File: src/design/lpht_pkg.sv
// Shared types and constants for the linear-probe hash table.
// No dependencies; imported by every module of the block but the RAM.
`default_nettype none
package lpht_pkg;

    localparam int SLOTS_DEF  = 16;
    localparam int KEY_W      = 31;
    localparam int ENTRY_W    = KEY_W + 1;
    localparam int STATUS_W   = 3;
    localparam int SLOT_OUT_W = 4;
    localparam int MOD_STEPS  = 2;
    localparam int MSTEP_W    = $clog2(MOD_STEPS);

    localparam logic REQ_INSERT = 1'b0;
    localparam logic REQ_SEARCH = 1'b1;

    localparam logic [STATUS_W-1:0] ST_INSERTED = 3'd0;
    localparam logic [STATUS_W-1:0] ST_PRESENT  = 3'd1;
    localparam logic [STATUS_W-1:0] ST_FULL     = 3'd2;
    localparam logic [STATUS_W-1:0] ST_FOUND    = 3'd3;
    localparam logic [STATUS_W-1:0] ST_NOTFOUND = 3'd4;

    typedef struct packed {
        logic load;
        logic clr_step;
        logic mod_step;
        logic probe_step;
    } t_cmd;

    typedef struct packed {
        logic clr_last;
        logic mod_last;
        logic probe_done;
    } t_stat;

endpackage
`default_nettype wire

File: src/design/lpht_ram.sv
// Generic single-write, single-read RAM with registered read data.
// No dependencies.
`default_nettype none
module lpht_ram #(
    parameter int WIDTH = 32,
    parameter int DEPTH = 16
) (
    input  wire logic                     i_clk,
    input  wire logic                     i_we,
    input  wire logic [$clog2(DEPTH)-1:0] i_waddr,
    input  wire logic [WIDTH-1:0]         i_wdata,
    input  wire logic [$clog2(DEPTH)-1:0] i_raddr,
    output logic      [WIDTH-1:0]         o_rdata
);

    logic [WIDTH-1:0] r_mem [DEPTH];
    logic [WIDTH-1:0] r_rdata;

    always_ff @(posedge i_clk) begin
        if (i_we) begin
            r_mem[i_waddr] <= i_wdata;
        end
        r_rdata <= r_mem[i_raddr];
    end

    assign o_rdata = r_rdata;

endmodule
`default_nettype wire

File: src/design/lpht_datapath.sv
// Datapath of the hash table: request registers, home-slot modulo unit,
// probe address/count logic, table RAM and result registers.
// Depends on lpht_pkg and lpht_ram.
`default_nettype none
module lpht_datapath
    import lpht_pkg::*;
#(
    parameter int SLOTS = SLOTS_DEF
) (
    input  wire logic                  i_clk,
    input  wire logic                  i_rst_n,
    input  wire t_cmd                  i_cmd,
    input  wire logic                  i_req_type,
    input  wire logic [KEY_W-1:0]      i_key,
    output t_stat                      o_stat,
    output logic                       o_valid,
    output logic [STATUS_W-1:0]        o_status,
    output logic [SLOT_OUT_W-1:0]      o_slot
);

    localparam int SLOT_W  = $clog2(SLOTS);
    localparam int CNT_W   = $clog2(SLOTS + 1);
    localparam int QSHIFT  = KEY_W + SLOT_W;
    localparam int MAGIC_W = KEY_W + 1;
    localparam int PROD_W  = KEY_W + MAGIC_W;
    localparam logic [63:0] MAGIC_WIDE =
        ((64'd1 << QSHIFT) + 64'(SLOTS - 1)) / 64'(SLOTS);
    localparam logic [MAGIC_W-1:0] MAGIC    = MAGIC_W'(MAGIC_WIDE);
    localparam logic [SLOT_W-1:0]  LAST_POS = SLOT_W'(SLOTS - 1);
    localparam logic [SLOT_W-1:0]  SLOTS_LO = SLOT_W'(SLOTS);

    logic                 r_req;
    logic [KEY_W-1:0]     r_key;
    logic [MSTEP_W-1:0]   r_mstep;
    logic [SLOT_W-1:0]    r_qlo;
    logic [PROD_W-1:0]    mul_prod;
    logic [SLOT_W-1:0]    qd_lo;
    logic [SLOT_W-1:0]    n_home;
    logic [SLOT_W-1:0]    r_pos;
    logic [SLOT_W-1:0]    n_pos;
    logic [SLOT_W-1:0]    r_chk_pos;
    logic [CNT_W-1:0]     r_cnt;
    logic                 r_chk_live;
    logic                 r_chk_last;
    logic                 r_valid;
    logic [STATUS_W-1:0]  r_status;
    logic [SLOT_OUT_W-1:0] r_slot;

    logic                 ram_we;
    logic [SLOT_W-1:0]    ram_waddr;
    logic [ENTRY_W-1:0]   ram_wdata;
    logic [ENTRY_W-1:0]   ram_rdata;
    logic                 rd_valid;
    logic [KEY_W-1:0]     rd_key;

    logic                 n_done;
    logic [STATUS_W-1:0]  n_status;
    logic [SLOT_W-1:0]    n_slot;
    logic [SLOT_W+SLOT_OUT_W-1:0] slot_ext;

    assign rd_valid = ram_rdata[KEY_W];
    assign rd_key   = ram_rdata[KEY_W-1:0];
    assign n_pos    = (r_pos == LAST_POS) ? '0 : r_pos + 1'b1;

    // home slot: key mod SLOTS by reciprocal multiply, then subtract
    assign mul_prod = PROD_W'(r_key) * PROD_W'(MAGIC);
    assign qd_lo    = r_qlo * SLOTS_LO;
    assign n_home   = r_key[SLOT_W-1:0] - qd_lo;

    always_comb begin
        n_done   = 1'b0;
        n_status = ST_NOTFOUND;
        n_slot   = '0;
        if (r_chk_live) begin
            if (r_req == REQ_INSERT) begin
                if (!rd_valid) begin
                    n_done   = 1'b1;
                    n_status = ST_INSERTED;
                    n_slot   = r_chk_pos;
                end else if (rd_key == r_key) begin
                    n_done   = 1'b1;
                    n_status = ST_PRESENT;
                    n_slot   = r_chk_pos;
                end else if (r_chk_last) begin
                    n_done   = 1'b1;
                    n_status = ST_FULL;
                end
            end else begin
                if (rd_valid && rd_key == r_key) begin
                    n_done   = 1'b1;
                    n_status = ST_FOUND;
                    n_slot   = r_chk_pos;
                end else if (r_chk_last) begin
                    n_done   = 1'b1;
                    n_status = ST_NOTFOUND;
                end
            end
        end
    end

    assign slot_ext = {{SLOT_OUT_W{1'b0}}, n_slot};

    assign ram_we = i_cmd.clr_step
                  | (i_cmd.probe_step & r_chk_live & (r_req == REQ_INSERT) & !rd_valid);
    assign ram_waddr = i_cmd.clr_step ? r_pos : r_chk_pos;
    assign ram_wdata = i_cmd.clr_step ? '0 : {1'b1, r_key};

    lpht_ram #(
        .WIDTH (ENTRY_W),
        .DEPTH (SLOTS)
    ) u_ram (
        .i_clk   (i_clk),
        .i_we    (ram_we),
        .i_waddr (ram_waddr),
        .i_wdata (ram_wdata),
        .i_raddr (r_pos),
        .o_rdata (ram_rdata)
    );

    always_ff @(posedge i_clk) begin
        if (!i_rst_n) begin
            r_pos      <= '0;
            r_cnt      <= '0;
            r_mstep    <= '0;
            r_chk_live <= 1'b0;
            r_chk_last <= 1'b0;
            r_valid    <= 1'b0;
        end else begin
            r_valid <= i_cmd.probe_step & n_done;
            if (i_cmd.load) begin
                r_pos      <= '0;
                r_cnt      <= '0;
                r_mstep    <= '0;
                r_chk_live <= 1'b0;
                r_chk_last <= 1'b0;
            end else begin
                r_chk_live <= i_cmd.probe_step & !n_done;
                if (i_cmd.clr_step) begin
                    r_pos <= n_pos;
                end
                if (i_cmd.mod_step) begin
                    r_mstep <= r_mstep + 1'b1;
                    if (o_stat.mod_last) begin
                        r_pos <= n_home;
                    end
                end
                if (i_cmd.probe_step) begin
                    r_pos      <= n_pos;
                    if (!n_done) begin
                        r_cnt <= r_cnt + 1'b1;
                    end
                    r_chk_last <= (r_cnt == CNT_W'(SLOTS - 1));
                end
            end
        end
    end

    always_ff @(posedge i_clk) begin
        if (i_cmd.load) begin
            r_req <= i_req_type;
            r_key <= i_key;
        end else if (i_cmd.mod_step) begin
            r_qlo <= mul_prod[QSHIFT +: SLOT_W];
        end
        if (i_cmd.probe_step) begin
            r_chk_pos <= r_pos;
        end
        if (i_cmd.probe_step & n_done) begin
            r_status <= n_status;
            r_slot   <= slot_ext[SLOT_OUT_W-1:0];
        end
    end

    assign o_stat.clr_last   = (r_pos == LAST_POS);
    assign o_stat.mod_last   = (r_mstep == MSTEP_W'(MOD_STEPS - 1));
    assign o_stat.probe_done = n_done;

    assign o_valid  = r_valid;
    assign o_status = r_status;
    assign o_slot   = r_slot;

    a_valid_after_probe: assert property (@(posedge i_clk) disable iff (!i_rst_n)
        o_valid |-> $past(i_cmd.probe_step))
        else $error("result without a probe");

    a_miss_slot_zero: assert property (@(posedge i_clk) disable iff (!i_rst_n)
        o_valid && (o_status == ST_FULL || o_status == ST_NOTFOUND) |-> o_slot == '0)
        else $error("miss result carries a slot");

    a_cnt_bound: assert property (@(posedge i_clk) disable iff (!i_rst_n)
        r_cnt <= CNT_W'(SLOTS))
        else $error("probe count past table size");

    a_search_status: assert property (@(posedge i_clk) disable iff (!i_rst_n)
        o_valid && r_req == REQ_SEARCH |-> o_status == ST_FOUND || o_status == ST_NOTFOUND)
        else $error("search gave an insert status");

endmodule
`default_nettype wire

File: src/design/lpht_ctrl.sv
// Controller state machine of the hash table: clear pass, modulo, probe.
// Depends on lpht_pkg.
`default_nettype none
module lpht_ctrl
    import lpht_pkg::*;
(
    input  wire logic  i_clk,
    input  wire logic  i_rst_n,
    input  wire logic  i_start,
    input  wire logic  i_req_type,
    input  wire t_stat i_stat,
    output t_cmd       o_cmd,
    output logic       o_busy
);

    localparam logic [1:0] S_CLEAR = 2'd0;
    localparam logic [1:0] S_IDLE  = 2'd1;
    localparam logic [1:0] S_MOD   = 2'd2;
    localparam logic [1:0] S_PROBE = 2'd3;

    logic [1:0] r_state;
    logic [1:0] n_state;

    always_comb begin
        n_state = r_state;
        o_cmd   = '0;
        case (r_state)
            S_CLEAR: begin
                o_cmd.clr_step = 1'b1;
                if (i_stat.clr_last) begin
                    n_state = S_IDLE;
                end
            end
            S_IDLE: begin
                if (i_start) begin
                    o_cmd.load = 1'b1;
                    n_state = (i_req_type == REQ_INSERT) ? S_MOD : S_PROBE;
                end
            end
            S_MOD: begin
                o_cmd.mod_step = 1'b1;
                if (i_stat.mod_last) begin
                    n_state = S_PROBE;
                end
            end
            S_PROBE: begin
                o_cmd.probe_step = 1'b1;
                if (i_stat.probe_done) begin
                    n_state = S_IDLE;
                end
            end
            default: begin
                n_state = S_CLEAR;
            end
        endcase
    end

    always_ff @(posedge i_clk) begin
        if (!i_rst_n) begin
            r_state <= S_CLEAR;
        end else begin
            r_state <= n_state;
        end
    end

    assign o_busy = (r_state != S_IDLE);

    a_load_idle: assert property (@(posedge i_clk) disable iff (!i_rst_n)
        o_cmd.load |=> r_state == S_MOD || r_state == S_PROBE)
        else $error("load did not start work");

    a_one_cmd: assert property (@(posedge i_clk) disable iff (!i_rst_n)
        $onehot0(o_cmd))
        else $error("more than one command");

    a_done_to_idle: assert property (@(posedge i_clk) disable iff (!i_rst_n)
        o_cmd.probe_step && i_stat.probe_done |=> !o_busy)
        else $error("probe end did not free the block");

endmodule
`default_nettype wire

File: src/design/linear_probe_hash_table_unit.sv
// Top level of the linear-probe hash table.
// Depends on lpht_pkg, lpht_ctrl and lpht_datapath.
//
// Usage:
//   Request word: i_req_type (0 insert, 1 search) and i_key, taken at a
//   rising edge where start is high and busy is low.
//   Result word: o_status and o_slot, shown for one cycle with o_valid high.
//   The receiver cannot stall; every request yields exactly one result.
// Sequence:
//   Insert: first forms the home slot (key mod SLOTS: multiply by the
//   reciprocal of SLOTS, then subtract), then one table read a cycle from
//   that slot on; the registered read of the deciding slot is checked and
//   the result is registered onto o_valid. Search scans from slot 0 in the
//   same way, with no modulo step.
//   busy falls in the cycle o_valid rises, so the next request may follow.
//   The table RAM read, one slot a cycle, sets the probe rate.
// Reset:
//   i_rst_n (synchronous) starts a clearing pass that writes each slot in
//   turn and empties every slot; busy stays high until it ends.
`default_nettype none
module linear_probe_hash_table_unit
    import lpht_pkg::*;
#(
    parameter int SLOTS = SLOTS_DEF
) (
    input  wire logic                  i_clk,
    input  wire logic                  i_rst_n,
    input  wire logic                  start,
    input  wire logic                  i_req_type,
    input  wire logic [KEY_W-1:0]      i_key,
    output logic                       busy,
    output logic                       o_valid,
    output logic [STATUS_W-1:0]        o_status,
    output logic [SLOT_OUT_W-1:0]      o_slot
);

    t_cmd  cmd;
    t_stat stat;

    lpht_ctrl u_ctrl (
        .i_clk      (i_clk),
        .i_rst_n    (i_rst_n),
        .i_start    (start),
        .i_req_type (i_req_type),
        .i_stat     (stat),
        .o_cmd      (cmd),
        .o_busy     (busy)
    );

    lpht_datapath #(
        .SLOTS (SLOTS)
    ) u_datapath (
        .i_clk      (i_clk),
        .i_rst_n    (i_rst_n),
        .i_cmd      (cmd),
        .i_req_type (i_req_type),
        .i_key      (i_key),
        .o_stat     (stat),
        .o_valid    (o_valid),
        .o_status   (o_status),
        .o_slot     (o_slot)
    );

endmodule
`default_nettype wire

File: config.mk
export PLATFORM = sky130hd
export DESIGN_NAME = linear_probe_hash_table_unit
export DESIGN_NICKNAME = d
export VERILOG_FILES = /design/src/design/lpht_pkg.sv /design/src/design/lpht_ram.sv /design/src/design/lpht_datapath.sv /design/src/design/lpht_ctrl.sv /design/src/design/linear_probe_hash_table_unit.sv
export SDC_FILE = /design/constraint.sdc
export NUM_CORES = 1
export LEC_CHECK = 0
export ABC_CLOCK_PERIOD_IN_PS = 3700
export BUFFER_PORTS_ARGS = -buffer_cell sky130_fd_sc_hd__buf_2
export CORE_ASPECT_RATIO = 1.75
export CORE_MARGIN = 2
export CORE_UTILIZATION = 56
export DETAILED_ROUTE_END_ITERATION = 12
export PLACE_DENSITY_LB_ADDON = 0.08
export SYNTH_ARGS = -nofsm -noshare
export SYNTH_HDL_FRONTEND = slang
export SYNTH_SLANG_ARGS = --single-unit
export TNS_END_PERCENT = 1
File: constraint.sdc
create_clock -name i_clk -period 3.7 [get_ports i_clk]
set_clock_uncertainty 0.1 [all_clocks]
set_input_delay 0.925 -clock i_clk [delete_from_list [all_inputs] [get_ports i_clk]]
set_output_delay 0.925 -clock i_clk [all_outputs]
set_load 0.02 [all_outputs]
Word level (Yosys, flattened, before mapping)
Memory sizes are Yosys's and may differ from the RTL's. A register that Yosys moved wholly into a read port is not among the register bits.
Index checks and enable logic that the tools add are counted.
Word-level totals
  output and inout bits: 9
  logic and storage cells: 78
  input bits: 35
  memory bits (writable): 512
  bits in registers: 58
  memories: 1
Operators by class
  equality and inequality tests: 11
  reductions and logical operators: 7
  bitwise gates (word level): 9
  multiplexer cells: 35
  $add $sub $neg: 3
Memories
  u_datapath.u_ram.r_mem: depth 16, bits a word 32, read ports 1, clocked after memory_dff 1, wr ports 1, line lpht_ram.sv:16  | logic [WIDTH-1:0] r_mem [DEPTH];
Operator list (count)
  $mux W4: 10
  $mux W32: 1
  $eq A31 B31 Y1: 1
  $mux W3: 5
  $mux W1: 14
  $mux W2: 4
  $pmux W2 S4: 1
  $ne A2 B1 Y1 const B: 3
  $add A5 B1 Y5 const B: 1
  $and A1 B1 Y1: 5
  $eq A5 B4 Y1 const B: 1
  $add A4 B1 Y4 const B: 1
  $eq A2 B2 Y1 const B: 2
  $eq A4 B4 Y1 const B: 1
  $ne A2 B2 Y1 const B: 2
  $reduce_and A4 Y1: 1
  $not A1 Y1: 3
  $eq A2 B1 Y1 const B: 1
  $logic_not A1 Y1: 2
  $logic_not A2 Y1: 1
  $reduce_and A2 Y1: 1
  $reduce_or A2 Y1: 1
  $add A1 B1 Y1 const B: 1
  $logic_and A1 B1 Y1: 1
  $or A1 B1 Y1: 1

Depth between registers and ports, before layout
  depth after elaboration: 8
  gate-level depth with buffers: 9
  mapped depth without buffers: 7

Modules after synthesis
Synthesis repeated with hierarchy kept, for this count alone.
Unflattened totals
  cells, all modules: 1115
  area, all modules: 22883.2 µm²
By module, submodules not included
  lpht_ram: sequential area each 16015.4 µm², area an instance 19835.3 µm², cells each 838, times used 1
  lpht_datapath: sequential area each 1551.5 µm², area an instance 2845.2 µm², cells each 254, times used 1
  lpht_ctrl: sequential area each 40.0 µm², area an instance 202.7 µm², cells each 23, times used 1

Least setup slack after synthesis
No wires, ideal clock.
  path kind: register -> register
  from: register u_ctrl.r_state[0]
  to: memory u_datapath.u_ram.r_mem[7][0] (enable)
  buffers on the path: 2
  period minus slack after synthesis: 3.623 ns
  arrival: 3.101 ns
  required time: 3.179 ns
  cell stages (with the launch flop): 10
  setup time: 0.421 ns
  setup slack: 0.077 ns
  path through: dfxtp_1 -> inv_1 -> ha_1 -> clkbuf_1 -> inv_1 -> clkbuf_1 -> nand2_1 -> o2bb2ai_1 -> nand2_1 -> nor2_1
On the way
  word-level cells in the longest chain between the ends: 8
  elaborated cells between the ends (all ways): 11
  classes of those cells: eq/ne (1); mux (5); bitwise (4); reduce/logical (1)
Ends and longest elaborated chain
  start: declaration: line lpht_ctrl.sv:21  | logic [1:0] r_state;
  start signal: assignment: line lpht_ctrl.sv:62  | r_state <= n_state;
  $eq A2 B2 Y1: line lpht_ctrl.sv:27  | case (r_state)
  $mux W1: line lpht_ctrl.sv:27
  $and A1 B1 Y1 (3 in a row): line lpht_datapath.sv:104  | | (i_cmd.probe_step & r_chk_live & (r_req == REQ_INSERT) & !rd_valid);
  $or A1 B1 Y1: line lpht_datapath.sv:104
  $mux W1: line lpht_ram.sv:20  | if (i_we) begin
  $mux W1 (not written as such): line lpht_ram.sv:21  | r_mem[i_waddr] <= i_wdata;
  end: declaration: line lpht_ram.sv:16
Parallel ways exist; a longest one is shown, timed or not.

Final worst setup path
  from: register u_ctrl.r_state[0]
  to: memory u_datapath.u_ram.r_mem[1][31] (enable)
Same word-level chain as after synthesis.

==> results.yml <==
die:
  dieArea_um2: 42600
  num_io_pins: 44
  start_util_pct: 56.4
  die_w_um: 157
  rows: 98
  core_area_um2: 40600
  dieHeight_um: 271
layout:
  nets: 1171
  drive_gt1_share_pct: 30.9
  final_util_pct: 63.8
  area_growth_pct: 13.1
  n_antenna_cell: 0
drt:
  drtIter0Drc: 924
  wirelength_mm: 50.3
  vias_per_cell: 6.04
  antenna_left: 0
  firstDrtPassIters: 7
  wl_per_cell_um: 29.2
  post-route-drc-count: 0
  routed-via-count: 10391
clock_tree:
  clock-sinks: 602
  clockBufferDepth: 3
  path_clk_slew_ns: 0.07
  cts_root_buf: "clkbuf_16"
  cts_setup_buffers: 0
  cts-hold-fix-buffers: 0
  cts_max_level: 2
  cts_buffers: 52
  cts_resized: 0
  clock_latency_ns: 0.58
  cts_tree: "built"
synth:
  synth-edff-count: 555
  yosysWarnings: 0
  yosys-top-cells-area: "edfxtp_1 73%, mux4_2 16%, dfxtp_1 4.1%, xor2_1 1.2%, nor2b_1 0.88%"
  synth-seq-area-share_pct: 77.0
  synth_top_cell_area_share_pct: 72.8
  syn-num-nets: 1069
  synthCells: 1027
  syn-cell-area_um2: 22900
  synth_top_cell_by_area: "edfxtp_1"
  ys.flop_type: "edfxtp_1"
  synthDistinctLibCells: 49
  avgSynthCellArea_um2: 22.3
  synth_seq_cells: 602
  async_flop_share_pct: 0
critical_path:
  worst_setup_path_start_kind: "register"
  crit_fanout: 32
  cp.arrival_ns: 3.02
  setup.worst_path.class: "reg2reg"
  end_kind: "register"
  required_ns: 3.79
grt:
  grt_max_degree: 76
  gr-total-overflow: 0
  antenna_found_initial: 1
  grt_pass1_vias: 11077
  grt_first_pass_wirelength_mm: 74.1
  track_usage_pct: 24.7
sta:
  layout_min_cycle_time_ns: 2.93
  finalSetupTns_ns: 0
  worstMarginPinSlew_ns: 1.25
  period_share_pct: 79.3
  slew-limit-headroom_pct: 16.7
  grt_setup_unrepaired: "no"
  setup_viol: 0
  hold_viol_final: 0
  drv_slew: 0
  timing.fmax_mhz: 341
pwr:
  p_leak_uw: 0.00810
  power_density_nw_per_um2: 677
  ir_drop_mv: 0.423
placement:
  gp_congestion: 0.844
  portBuffers: 43
  dpl.hpwl_mm: 31.4
job:
  drv_cap: 0
outcome:
  status: "finished, final reports clean"
worst_hold_path:
  hold_path_class: "reg2reg"
## sequential cells by signal (all words and copies together), names as in the netlist, 2 cells and up
| register | cells |
|---|---|
| u_datapath.u_ram.r_mem | 512 |
| u_datapath.u_ram.o_rdata | 32 |
| u_datapath.r_key | 31 |
| u_datapath.r_cnt | 5 |
| u_datapath.o_slot | 4 |
| u_datapath.r_chk_pos | 4 |
| u_datapath.r_pos | 4 |
| u_datapath.o_status | 3 |
| u_ctrl.r_state | 2 |
## critical path, stage by stage (launching register included)
cell     delay [ns]
dfxtp_1        0.34
inv_1          0.09
ha_2           0.22
buf_4          0.34
a32o_1         0.23
nand2_1        0.23
nor2_4         0.96
## where the power goes
part,total (uW),switching [uW],internal (uW)
Combinational,3270,1810,1460
Sequential,8740,297,8450
Clock,5510,2360,3160
## final timing paths
path	start	to	slack, ns	depth (start not counted)
setup / recovery	u_ctrl.r_state[0]	u_datapath.u_ram.r_mem[1][31]	0.77	6
hold reg to reg	u_datapath.r_cnt[4]	u_datapath.r_cnt[4]	0.37	2
setup reg to reg	u_ctrl.r_state[0]	u_datapath.u_ram.r_mem[1][31]	0.77	6
hold / removal	u_datapath.r_cnt[4]	u_datapath.r_cnt[4]	0.37	2
## routing by layer
layer	routed length (um)	GRT usage [%]	vias to the layer above
met5	0	0	-
met4	2130	10.2	0
met3	2120	3.08	99
met2	27400	43.3	294
met1	18600	31.1	5563
li1	-	-	4435
## metrics by stage
| stage | setup slack, ns | instances | total power [uW] | hold WS [ns] | instance area, um2 |
|---|---|---|---|---|---|
| after global placement | 0.793 | 1625 | 12200 | 0.349 | 24100 |
| after global routing | 0.600 | 1721 | 18100 | 0.397 | 25900 |
| after CTS | 0.734 | 1721 | 17700 | 0.378 | 25900 |
| after detailed placement | 0.751 | 1625 | 12200 | 0.368 | 24100 |
| final | 0.767 | 1721 | 17500 | 0.370 | 25900 |
| after floorplan | 0.0775 | 1027 | 11100 | 0.306 | 22900 |
## cell usage after synthesis, types with 2 or more instances
library cell,n
buf_12,4
nand2_1,22
a21oi_1,7
inv_1,11
ha_1,7
dfxtp_1,47
nor4_1,7
clkbuf_1,29
mux4_2,160
nor3_1,7
nand3_1,5
nand2b_1,2
xor2_1,32
o21a_1,3
a311oi_1,2
o22ai_1,2
o21ai_0,3
edfxtp_1,555
and3_1,2
a31oi_1,3
nor2_1,34
buf_6,4
buf_2,10
and2_1,7
nand4_1,2
nor2b_1,32
mux2i_1,6
## logic make-up after synthesis
group | synth area share [%]
simple gates | 2.85
xor+xnor | 1.26
buf+inv | 1.44
fa+ha+maj | 0.383
mux | 16.0
compound gates | 1.09
flops | 77.0
## placed cells by master (no fill, tap or decap), types with 3 or more instances in the layout
cell	count
xor2_1	32
buf_4	42
mux2i_1	6
nand2_1	22
clkinv_1	8
dfxtp_4	3
mux4_2	160
clkbuf_16	52
ha_1	6
and2_1	7
nor4_1	7
dfxtp_1	43
nor2_4	16
edfxtp_1	555
nor3_1	7
buf_12	10
bufinv_16	7
clkinv_2	11
clkbuf_1	10
o21ai_0	3
clkbuf_8	4
a21oi_1	7
nor2b_1	32
o21a_1	3
inv_1	10
buf_2	43
nand3_1	5
a31oi_1	3
nor2_1	18
## final cells by class
class | instances | area, um2
flip-flops and latches | 602 | 17600
fillers | 2712 | 14700
multi-input cells | 366 | 5060
clock buffers | 66 | 1390
repair buffers | 95 | 731
well taps | 550 | 688
clock inverters | 30 | 337
inverters | 12 | 45.0
Note: power is estimated with default switching activity, not from simulation.
